**src/hdl/rmsvm_pkg.sv**
```systemverilog
// Package for the RMS volume meter: widths, item kinds, queue entry type.
// No dependencies; used by the front, back, top level and checker.
package rmsvm_pkg;

  // Default block length in samples
  localparam int BLOCK_SIZE_DEFAULT = 512;

  // Field widths
  localparam int WORD_W   = 32;
  localparam int SAMPLE_W = 16;
  localparam int SQ_W     = 31;   // square of a 16-bit signed value is at most 2^30
  localparam int VOL_W    = 8;

  // Volume scaling: root >> 3, saturated
  localparam int ROOT_SHIFT = 3;
  localparam int VOL_MAX    = 255;

  // Front-to-back queue depth
  localparam int QUEUE_DEPTH = 4;

  // Item kinds, decided in the front part
  typedef logic [1:0] kind_t;
  localparam kind_t KIND_SAMPLE = 2'd0;  // plain sample, no result
  localparam kind_t KIND_LAST   = 2'd1;  // sample that closes the block
  localparam kind_t KIND_FAIL   = 2'd2;  // failed read: result zero, clear

  // One queue entry
  typedef struct packed {
    kind_t             kind;
    logic [SQ_W-1:0]   square;
  } entry_t;

endpackage

```
**src/hdl/rmsvm_front.sv**
```systemverilog
// Front part of the RMS volume meter: takes input beats, squares the sample,
// classifies the beat and holds it in a short queue. Depends on rmsvm_pkg.
module rmsvm_front (
  input  logic                          clk,
  input  logic                          rst,
  input  logic [rmsvm_pkg::WORD_W-1:0]  sample_word,
  input  logic                          last_of_block,
  input  logic                          read_failed,
  input  logic                          push,
  output logic                          full,
  output logic                          q_valid,
  output rmsvm_pkg::entry_t             q_entry,
  input  logic                          q_pop
);
  import rmsvm_pkg::*;

  localparam int PW = $clog2(QUEUE_DEPTH);

  logic signed [SAMPLE_W-1:0]   sample;
  logic signed [2*SAMPLE_W-1:0] prod;
  entry_t                       in_entry;
  entry_t                       queue [QUEUE_DEPTH];
  logic [PW-1:0]                wr_ptr;
  logic [PW-1:0]                rd_ptr;
  logic [PW:0]                  fill;
  logic                         wr_en;
  logic                         rd_en;

  // Sample is the upper half of the word; its square is never negative
  assign sample = signed'(sample_word[WORD_W-1:WORD_W-SAMPLE_W]);
  assign prod   = sample * sample;

  // Classify: a failed read wins over the last mark
  always_comb begin
    in_entry.square = prod[SQ_W-1:0];
    priority if (read_failed) begin
      in_entry.kind = KIND_FAIL;
    end else if (last_of_block) begin
      in_entry.kind = KIND_LAST;
    end else begin
      in_entry.kind = KIND_SAMPLE;
    end
  end

  assign full    = (fill == (PW+1)'(QUEUE_DEPTH));
  assign q_valid = (fill != '0);
  assign q_entry = queue[rd_ptr];
  assign wr_en   = push && !full;
  assign rd_en   = q_pop && q_valid;

  // Queue storage
  always_ff @(posedge clk) begin
    if (wr_en) begin
      queue[wr_ptr] <= in_entry;
    end
  end

  // Queue pointers and fill level
  always_ff @(posedge clk) begin
    if (rst) begin
      wr_ptr <= '0;
      rd_ptr <= '0;
      fill   <= '0;
    end else begin
      if (wr_en) begin
        wr_ptr <= wr_ptr + PW'(1);
      end
      if (rd_en) begin
        rd_ptr <= rd_ptr + PW'(1);
      end
      unique case ({wr_en, rd_en})
        2'b10:   fill <= fill + (PW+1)'(1);
        2'b01:   fill <= fill - (PW+1)'(1);
        default: fill <= fill;
      endcase
    end
  end

endmodule

```
**src/hdl/rmsvm_back.sv**
```systemverilog
// Back part of the RMS volume meter: accumulates squares, then on block end
// runs a bit-serial divide and a bit-serial square root. Depends on rmsvm_pkg.
module rmsvm_back #(
  parameter int BLOCK_SIZE = rmsvm_pkg::BLOCK_SIZE_DEFAULT
) (
  input  logic                         clk,
  input  logic                         rst,
  input  logic                         q_valid,
  input  rmsvm_pkg::entry_t            q_entry,
  output logic                         q_pop,
  output logic [rmsvm_pkg::VOL_W-1:0]  volume,
  output logic                         empty,
  input  logic                         pop
);
  import rmsvm_pkg::*;

  localparam int CW  = $clog2(BLOCK_SIZE + 1);   // sample count width
  localparam int SW  = SQ_W - 1 + CW;             // sum of squares width
  localparam int SQW = SW + (SW % 2);             // radicand width, even
  localparam int RW  = SQW / 2;                   // root width
  localparam int IW  = $clog2(SW);                // step counter width
  localparam int SAT_ROOT = (VOL_MAX + 1) << ROOT_SHIFT;

  localparam logic [1:0] ST_IDLE = 2'd0;
  localparam logic [1:0] ST_DIV  = 2'd1;
  localparam logic [1:0] ST_SQRT = 2'd2;

  logic [1:0]      state;
  logic [SW-1:0]   sum;
  logic [CW-1:0]   count;
  logic [SW-1:0]   quo;
  logic [CW-1:0]   rem;
  logic [SQW-1:0]  rad;
  logic [RW:0]     srem;
  logic [RW-1:0]   root;
  logic [IW-1:0]   step;
  logic [VOL_W-1:0] vol;
  logic            res_valid;

  logic            out_free;
  logic            res_load;
  logic            room;
  logic [SW-1:0]   sum_acc;
  logic [CW-1:0]   count_acc;
  logic [CW:0]     div_sh;
  logic            div_ge;
  logic [CW:0]     div_diff;
  logic [RW+2:0]   sq_sh;
  logic [RW+2:0]   sq_trial;
  logic            sq_ge;
  logic [RW+2:0]   sq_diff;
  logic [RW-1:0]   root_fin;

  assign out_free = !res_valid || pop;
  assign volume   = vol;
  assign empty    = !res_valid;

  // Pop only when idle; block ends and failed reads need the result slot free
  assign q_pop = (state == ST_IDLE) && q_valid &&
                 ((q_entry.kind == KIND_SAMPLE) || out_free);

  // A result lands on a failed read or at the last root step
  assign res_load = (q_pop && (q_entry.kind == KIND_FAIL)) ||
                    ((state == ST_SQRT) && (step == '0));

  // Accumulate unless the block is already full
  assign room      = (count < CW'(BLOCK_SIZE));
  assign sum_acc   = room ? sum + SW'(q_entry.square) : sum;
  assign count_acc = room ? count + CW'(1) : count;

  // One restoring divide step
  assign div_sh   = {rem, quo[SW-1]};
  assign div_ge   = (div_sh >= {1'b0, count});
  assign div_diff = div_sh - {1'b0, count};

  // One square root step, two radicand bits at a time
  assign sq_sh    = {srem, rad[SQW-1:SQW-2]};
  assign sq_trial = {1'b0, root, 2'b01};
  assign sq_ge    = (sq_sh >= sq_trial);
  assign sq_diff  = sq_sh - sq_trial;
  assign root_fin = {root[RW-2:0], sq_ge};

  // Result slot: a new result wins over the pop of the old one
  always_ff @(posedge clk) begin
    if (rst) begin
      res_valid <= 1'b0;
    end else if (res_load) begin
      res_valid <= 1'b1;
    end else if (pop && res_valid) begin
      res_valid <= 1'b0;
    end
  end

  // Sequencer and datapath
  always_ff @(posedge clk) begin
    if (rst) begin
      state     <= ST_IDLE;
      sum       <= '0;
      count     <= '0;
    end else begin
      unique case (state)
        ST_IDLE: begin
          if (q_pop) begin
            unique case (q_entry.kind)
              KIND_FAIL: begin
                sum       <= '0;
                count     <= '0;
                vol       <= '0;
              end
              KIND_LAST: begin
                count <= count_acc;
                quo   <= sum_acc;
                rem   <= '0;
                step  <= IW'(SW - 1);
                state <= ST_DIV;
              end
              default: begin
                sum   <= sum_acc;
                count <= count_acc;
              end
            endcase
          end
        end
        ST_DIV: begin
          rem  <= div_ge ? div_diff[CW-1:0] : div_sh[CW-1:0];
          quo  <= {quo[SW-2:0], div_ge};
          if (step == '0) begin
            // Zero count cannot occur, but would give a zero mean
            rad   <= (count == '0) ? '0 : SQW'({quo[SW-2:0], div_ge});
            srem  <= '0;
            root  <= '0;
            step  <= IW'(RW - 1);
            state <= ST_SQRT;
          end else begin
            step <= step - IW'(1);
          end
        end
        ST_SQRT: begin
          srem <= sq_ge ? sq_diff[RW:0] : sq_sh[RW:0];
          root <= root_fin;
          rad  <= rad << 2;
          step <= step - IW'(1);
          if (step == '0) begin
            vol       <= (root_fin >= RW'(SAT_ROOT)) ? VOL_W'(VOL_MAX)
                                                      : VOL_W'(root_fin >> ROOT_SHIFT);
            sum       <= '0;
            count     <= '0;
            state     <= ST_IDLE;
          end
        end
        default: begin
          state <= ST_IDLE;
        end
      endcase
    end
  end

endmodule

```
**src/hdl/rms_volume_meter_unit.sv**
```systemverilog
// Channel   | Ports                                          | Beat taken when
// ----------+------------------------------------------------+-----------------
// input     | sample_word, last_of_block, read_failed        | push && !full
// result    | volume                                         | pop && !empty
//
// The back part takes plain samples only while idle; a four-entry queue holds
// samples while the back part is busy. A block end runs the bit-serial divider
// and then the bit-serial root before the back part takes another entry.
// Reset is synchronous and empties the queue, the sums and the result slot.
// A waiting result stalls only block ends and failed reads, not samples.
//
// Top level of the RMS volume meter; depends on rmsvm_pkg, rmsvm_front and
// rmsvm_back.
module rms_volume_meter_unit #(
  parameter int BLOCK_SIZE = rmsvm_pkg::BLOCK_SIZE_DEFAULT
) (
  input  logic                          clk,
  input  logic                          rst,
  input  logic [rmsvm_pkg::WORD_W-1:0]  sample_word,
  input  logic                          last_of_block,
  input  logic                          read_failed,
  input  logic                          push,
  output logic                          full,
  output logic [rmsvm_pkg::VOL_W-1:0]   volume,
  output logic                          empty,
  input  logic                          pop
);
  import rmsvm_pkg::*;

  logic   q_valid;
  logic   q_pop;
  entry_t q_entry;

  // Accept, square and queue
  rmsvm_front u_front (
    .clk           (clk),
    .rst           (rst),
    .sample_word   (sample_word),
    .last_of_block (last_of_block),
    .read_failed   (read_failed),
    .push          (push),
    .full          (full),
    .q_valid       (q_valid),
    .q_entry       (q_entry),
    .q_pop         (q_pop)
  );

  // Accumulate, divide, root
  rmsvm_back #(
    .BLOCK_SIZE (BLOCK_SIZE)
  ) u_back (
    .clk     (clk),
    .rst     (rst),
    .q_valid (q_valid),
    .q_entry (q_entry),
    .q_pop   (q_pop),
    .volume  (volume),
    .empty   (empty),
    .pop     (pop)
  );

endmodule

```
**config.mk**
```make
export PLATFORM = sky130hd
export DESIGN_NAME = rms_volume_meter_unit
export DESIGN_NICKNAME = d
export VERILOG_FILES = /design/src/hdl/rmsvm_pkg.sv /design/src/hdl/rmsvm_front.sv /design/src/hdl/rmsvm_back.sv /design/src/hdl/rms_volume_meter_unit.sv
export SDC_FILE = /design/constraint.sdc
export NUM_CORES = 1
export LEC_CHECK = 0
export BUFFER_PORTS_ARGS = -buffer_cell sky130_fd_sc_hd__buf_2
export CORE_MARGIN = 4
export CORE_UTILIZATION = 47
export DETAILED_ROUTE_END_ITERATION = 6
export PLACE_DENSITY = 0.72
export SKIP_LAST_GASP = 1
export SLEW_MARGIN = 25
export SYNTH_ARGS = -nofsm -noshare
export SYNTH_HDL_FRONTEND = slang
export SYNTH_SLANG_ARGS = --single-unit
```
**constraint.sdc**
```tcl
create_clock -name clk -period 19.2 [get_ports clk]
set_input_delay 3.84 -clock clk [delete_from_list [all_inputs] [get_ports clk]]
set_output_delay 3.84 -clock clk [all_outputs]
set_load 0.05 [all_outputs]
```
Word level (Yosys, flattened, before mapping)
Memories as Yosys holds them, arrays and structs flattened. A register that Yosys moved wholly into a read port is not among the register bits.
Index checks and enable logic that the tools add are counted.
{"block": "word_totals", "ff_bits": 205, "latch_bits": 0, "mem_bits_rw": 132, "romBits": 0, "in_bits": 38, "out_inout_bits": 10, "elab_cells": 122, "n_memories": 1}
{"block": "classes", "addsub": 9, "n_mul": 1, "n_div": 0, "n_lt_le_gt_ge": 4, "eq_ne": 14, "shifts": 0, "muxes": 48, "bitwise": 1, "n_reduce_logical": 30}
{"memory": "u_front.queue", "depth": 4, "word_bits": 33, "read_ports": 1, "rd_clocked_by_memory_dff": 1, "wr": 1, "line_no": "rmsvm_front.sv:22", "source": "entry_t queue [QUEUE_DEPTH];"}
{"op": "40-bit case mux with 2 select lines", "count": 4}
{"op": "40-bit two-way mux", "count": 7}
{"op": "10-bit two-way mux", "count": 7}
{"op": "21-bit two-way mux", "count": 2}
{"op": "21-bit case mux with 2 select lines", "count": 1}
{"op": "40-bit by 31-bit adder with 40-bit output", "count": 1}
{"op": "10-bit case mux with 2 select lines", "count": 2}
{"op": "20-bit case mux with 2 select lines", "count": 1}
{"op": "8-bit two-way mux", "count": 4}
{"op": "16-bit by 16-bit multiplier with 31-bit output", "count": 1}
{"op": "23-bit by 22-bit >= comparator with 1-bit output", "count": 1}
{"op": "21-bit subtractor", "count": 1}
{"op": "20-bit by 12-bit >= comparator with 1-bit output (second input constant)", "count": 1}
{"op": "20-bit two-way mux", "count": 1}
{"op": "4-bit AND reduction", "count": 5}
{"op": "6-bit two-way mux", "count": 3}
{"op": "6-bit case mux with 3 select lines", "count": 1}
{"op": "8-bit case mux with 2 select lines", "count": 1}
{"op": "2-bit two-way mux", "count": 7}
{"op": "11-bit by 10-bit >= comparator with 1-bit output", "count": 1}
{"op": "10-bit by 1-bit adder with 10-bit output (second input constant)", "count": 1}
{"op": "10-bit zero test", "count": 1}
{"op": "10-bit less-than comparator (second input constant)", "count": 1}
{"op": "2-bit nonzero test", "count": 5}
{"op": "other kinds (23)", "count": 47}

Logic depth before layout (Yosys ltp)
{"block": "depth", "ltp_word": 7, "depth_mapped": 25, "mapped_depth_nobuf": 24}

By module
Synthesis repeated with hierarchy kept, for this count alone.
{"block": "unflattened", "cells_unflattened": 2420, "hier_area_um2": 25828.5}
{"module": "rmsvm_front", "n_inst": 1, "cells_per_inst": 1184, "area_each_um2": 13800.7, "seq_area_each_um2": 4023.9}
{"module": "rmsvm_back", "n_inst": 1, "cells_per_inst": 1236, "area_each_um2": 12027.8, "seq_area_each_um2": 5415.2}

Worst setup path after synthesis
No wires, ideal clock.
{"block": "synth_path", "path_type": "input-to-reg", "from": "in sample_word[17] (netlist bit)", "to": "mem u_front.queue[0][30] (netlist bit) (data pin)", "setup_ps": 274, "arrival_ps": 9549, "t_required_ps": 18926, "setup_slack_ps": 9377, "cell_stages": 21, "path_buffers": 2, "path_cell_list": "clkbuf_1 > clkbuf_1 > nand2_1 > fa_1 > fa_1 > fa_1 > inv_1 > fa_1 > fa_1 > inv_1 > fa_1 > inv_1 > ha_1 > nand4_1 > or4b_2 > a21oi_1 > a221oi_1 > a31oi_1 > a211o_1 > a21oi_1 > xnor2_1"}
{"item": "from (decl)", "line_no": "rms_volume_meter_unit.sv:19", "source": "input logic [rmsvm_pkg::WORD_W-1:0] sample_word,"}
{"item": "to (decl)", "line_no": "rmsvm_front.sv:22"}

==> flow_summary_export.csv <==
group,metric,value,unit
yosys,post-synth-top-area-fraction,32.2,%
yosys,yosys.area_share.adder,26.1,%
floorplanning,floorplan.core_area,0.0537,mm²
setup_path,worst_setup_path_start_kind,"primary input",
clock_tree,worst_skew_pair.late_latency,0.52,ns
setup_path,critPathMaxFanout,19,
clock_tree,postCtsResizedCells,0,
yosys,number_of_enable_type_register_cells_in_the_synthesized_netlist,273,
floorplanning,ios,48,
yosys,post_synth_xor_area_fraction,3.92,%
sta,maxSlewViolCount,0,
yosys,synthDominantAreaCellType,"sky130_fd_sc_hd__edfxtp_1",
yosys,synth-compound-area-share,11.0,%
sta,hold_slack,0.506,ns
yosys,syn_inst,2365,
setup_path,ff2ff_path_depth,13,
sta,fmaxAchievable,98.8,MHz
yosys,synth_commonest_cells,"428 x sky130_fd_sc_hd__inv_1, 273 x sky130_fd_sc_hd__edfxtp_1, 232 x sky130_fd_sc_hd__fa_1",
setup_path,worstSetupPathType,"in -> reg",
yosys,synth-main-ff-cell,"sky130_fd_sc_hd__edfxtp_1",
drt,post_drt_via_cell_ratio,5.30,
place,dpl.hpwl,37.1,mm
floorplanning,die_outline_height,241,µm
drt,ant_nets,0,
yosys,asyncSetResetFlopFracSynth,0,%
place,gp_congestion,0.873,
setup_path,worstReg2RegEnd,"u_back.quo[24]$_DFFE_PP_",
sta,fin_skew,0.0190,ns
setup_path,cpMaxStageDelayCell,"sky130_fd_sc_hd__fa_1",
setup_path,cp_cell_sequence,"buf_2 > inv_1 > nor2_1 > fa_1 > inv_1 > fa_1 > inv_1 > fa_1 > fa_1 > fa_1 > inv_1 > fa_1 > inv_1 > ha_1 > and3_1 > o211a_1 > nand2_1 > a21oi_1 > a221oi_1 > a31oi_1 > a211o_1 > a21oi_1 > xnor2_1",
clock_tree,holdBufCountCts,0,
sta,period_share,52.7,%
sta,relative_slew_margins,36.1,%
drt,dr_total_vias,16387,
drt,first_pass_iters,7,
yosys,synthMostInstantiatedCell,"sky130_fd_sc_hd__inv_1",
floorplanning,die_w,241,µm
sta,hold_violations,0,
clock_tree,tritoncts.num_buffers,35,
setup_path,crit_arrival,10.36,ns
yosys,yosys_reg_bits,335,
job,max-cap-violations,0,
drt,drcViolationCount,3,
global_route,first_global_vias,17534,
global_route,grt_start_max_net_pins,82,
yosys,synthMuxAreaShare,4.89,%
yosys,dominant_combinational_cell_family_by_area_after_synthesis,"adder cells",
clock_tree,htree_levels,2,
yosys,syn_avg_cell_area,10.8,µm²
clock_tree,cts-root-to-sink-buffers,3,
run_status,failing_checks,"design-rule violations",
cells_and_area,design.final.nets,2800,
global_route,gr_util_all_layers,17.5,%
setup_path,cpMostUsedCell,"sky130_fd_sc_hd__fa_1",
floorplanning,dieArea,0.0580,mm²
yosys,synth.top_cells.by_area,"sky130_fd_sc_hd__edfxtp_1 32%, sky130_fd_sc_hd__fa_1 18%, sky130_fd_sc_hd__ha_1 7.9%, sky130_fd_sc_hd__inv_1 6.3%, sky130_fd_sc_hd__dfxtp_1 4.9%",
clock_tree,cts_num_sinks,335,
cells_and_area,antennaDiodeCount,0,
hold_path,worstHoldPathType,"reg -> reg",
setup_path,endpoint_kind,"flip-flop",
setup_path,critical_path_required,19.44,ns
sta,final.setup.tns,0,ns
drt,drt_iter0_markers,1042,
global_route,first_pass_grt_wire_length,84.5,mm
sta,rsz0062_at_grt,"false",
global_route,remaining_global_route_overflow,0,
hold_path,hp-start,"u_back.state[1]$_SDFFE_PP0P_",
cells_and_area,syn_to_final_growth,8.23,%
drt,routed_wl,49.5,mm
hold_path,min_path_cells,2,
global_route,antenna_violations_before_repair,0,
place,place.port_buffers,31,
clock_tree,cts.repair_timing.setup_buffer_count,0,
floorplanning,effective_utilization_at_floorplan,47.4,%
sta,layout_setup_ws,9.08,ns
sta,setup-violations-final,0,
setup_path,largest_incremental_delay_on_the_critical_path,0.64,ns
clock_tree,tritoncts_clock_tree,"yes",
drt,route.detailed.wl_per_inst,16.0,µm
yosys,yosysSeqAreaShare,37.1,%
setup_path,path_delay_family,"adder cells",
hold_path,whs_endpoint,"u_back.state[1]$_SDFFE_PP0P_",
yosys,yosysWarnings,0,
clock_tree,worst_setup_hold_path_clk_slew,0.06,ns
setup_path,critPathBufInv,6,
sta,fin_crit,10.12,ns
yosys,post_synth_num_cell_types,80,
sta,tightestPinTransition,0.956,ns
floorplanning,placement_rows,85,
yosys,synth_simple_gate_area_share,9.39,%
cells_and_area,drive_above_1_share,7.05,%
yosys,syn-num-nets,2795,
place,post-place-ws,8.54,ns
run_status,status,"finished with violations",
setup_path,r2r_slack,14.80,ns
cells_and_area,fillers,4656,
yosys,synth_area,0.0255,mm²
clock_tree,clockRootBuffer,"sky130_fd_sc_hd__clkbuf_16",
-- final cells by class --
class,instances,area [µm²],area share [%]
Sequential cell,335,9440,34.2
Timing Repair Buffer,47,279,1.01
Clock inverter,21,287,1.04
Tap cell,696,871,3.16
Inverter,431,1620,5.87
Multi-Input combinational cell,1520,14100,51.2
Clock buffer,43,958,3.48
-- layer usage --
metal | global-route usage, % | wire (µm)
met1 | 23.1 | 22200
met5 | 0 | 0
met4 | 4.83 | 1060
met2 | 30.7 | 24200
met3 | 2.23 | 2020
-- registers in the layout (all words and copies together) (netlist names), named ones only --
signal,flops
u_back.quo,40
u_back.state,2
u_front.fill,3
u_back.rem,10
u_back.root,20
u_front.wr_ptr,2
u_front.rd_ptr,2
u_back.sum,40
u_back.volume,8
u_back.step,6
u_back.srem,21
u_back.res_valid,1
u_back.rad,40
u_front.queue,128
u_back.count,10
-- worst register-to-register path: stages, from the launching register on --
cell	delay [ns]
sky130_fd_sc_hd__dfxtp_2	0.31
sky130_fd_sc_hd__buf_4	0.50
sky130_fd_sc_hd__mux4_2	0.65
sky130_fd_sc_hd__ha_1	0.24
sky130_fd_sc_hd__ha_1	0.24
sky130_fd_sc_hd__a211oi_1	0.42
sky130_fd_sc_hd__o2111ai_1	0.21
sky130_fd_sc_hd__o311ai_1	0.20
sky130_fd_sc_hd__o21ai_0	0.29
sky130_fd_sc_hd__a21oi_1	0.41
sky130_fd_sc_hd__o21ai_0	0.19
sky130_fd_sc_hd__xnor2_1	0.18
sky130_fd_sc_hd__mux2i_1	0.18
sky130_fd_sc_hd__o21ai_0	0.10
-- cells by family (layout without fill, tap and decap cells) --
kind of cell / after synthesis / in the layout
AND/OR/NAND/NOR: 519 / 519
buffers and inverters: 510 / 542
AO/OA/AOI/OAI: 411 / 411
adder cells (fa/ha/maj): 392 / 392
flip-flops: 335 / 335
XOR/XNOR: 114 / 114
multiplexers: 84 / 84
-- how the worst max path moves through the flow --
stage / startpoint / depth (start not counted) / slack [ns] / to
after global placement: sample_word[31] / 23 / 8.65 / u_front.queue[0][30]$_DFFE_PP_
after floorplan: sample_word[17] / 21 / 9.38 / u_front.queue[0][30]$_DFFE_PP_
after global routing: sample_word[31] / 23 / 8.72 / u_front.queue[2][30]$_DFFE_PP_
after detailed placement: sample_word[31] / 23 / 8.54 / u_front.queue[0][30]$_DFFE_PP_
after CTS: sample_word[31] / 23 / 9.09 / u_front.queue[1][30]$_DFFE_PP_
final: sample_word[31] / 23 / 9.08 / u_front.queue[0][30]$_DFFE_PP_
-- placed cells by master, fill, tap and decap left out, drive strengths merged, types with 4 or more instances in the layout --
cell     instances
nand2          172
mux4            32
nand3           24
a21boi           8
a21oi           91
xnor2           78
o31ai            8
fa             232
clkbuf          43
dfxtp           62
xor2            36
o211ai           7
a22o            48
o21ai          100
and3            14
nand2b          18
edfxtp         273
o21bai          10
nor2           166
inv            432
nand4           15
o2111ai          4
and2            43
a21o            47
buf             47
a221oi           6
a31o             5
o21a            16
or3              9
nor3            18
a31oi            4
a211oi          11
bufinv           6
clkinv          13
mux2i           49
a22oi           19
nor2b           24
ha             160
-- through the flow --
stage                     instance area, µm²  cells  util [%]
after global routing                   27600   3093      51.3
after detailed placement               26300   3029      49.0
final                                  27600   3093      51.3
after floorplan                        25500   2365         -
after global placement                 26300   3029      49.0
after CTS                              27600   3093      51.3
Power is not shown: default switching activity piles up to over one toggle a cycle in this logic, so the estimate is an artifact.
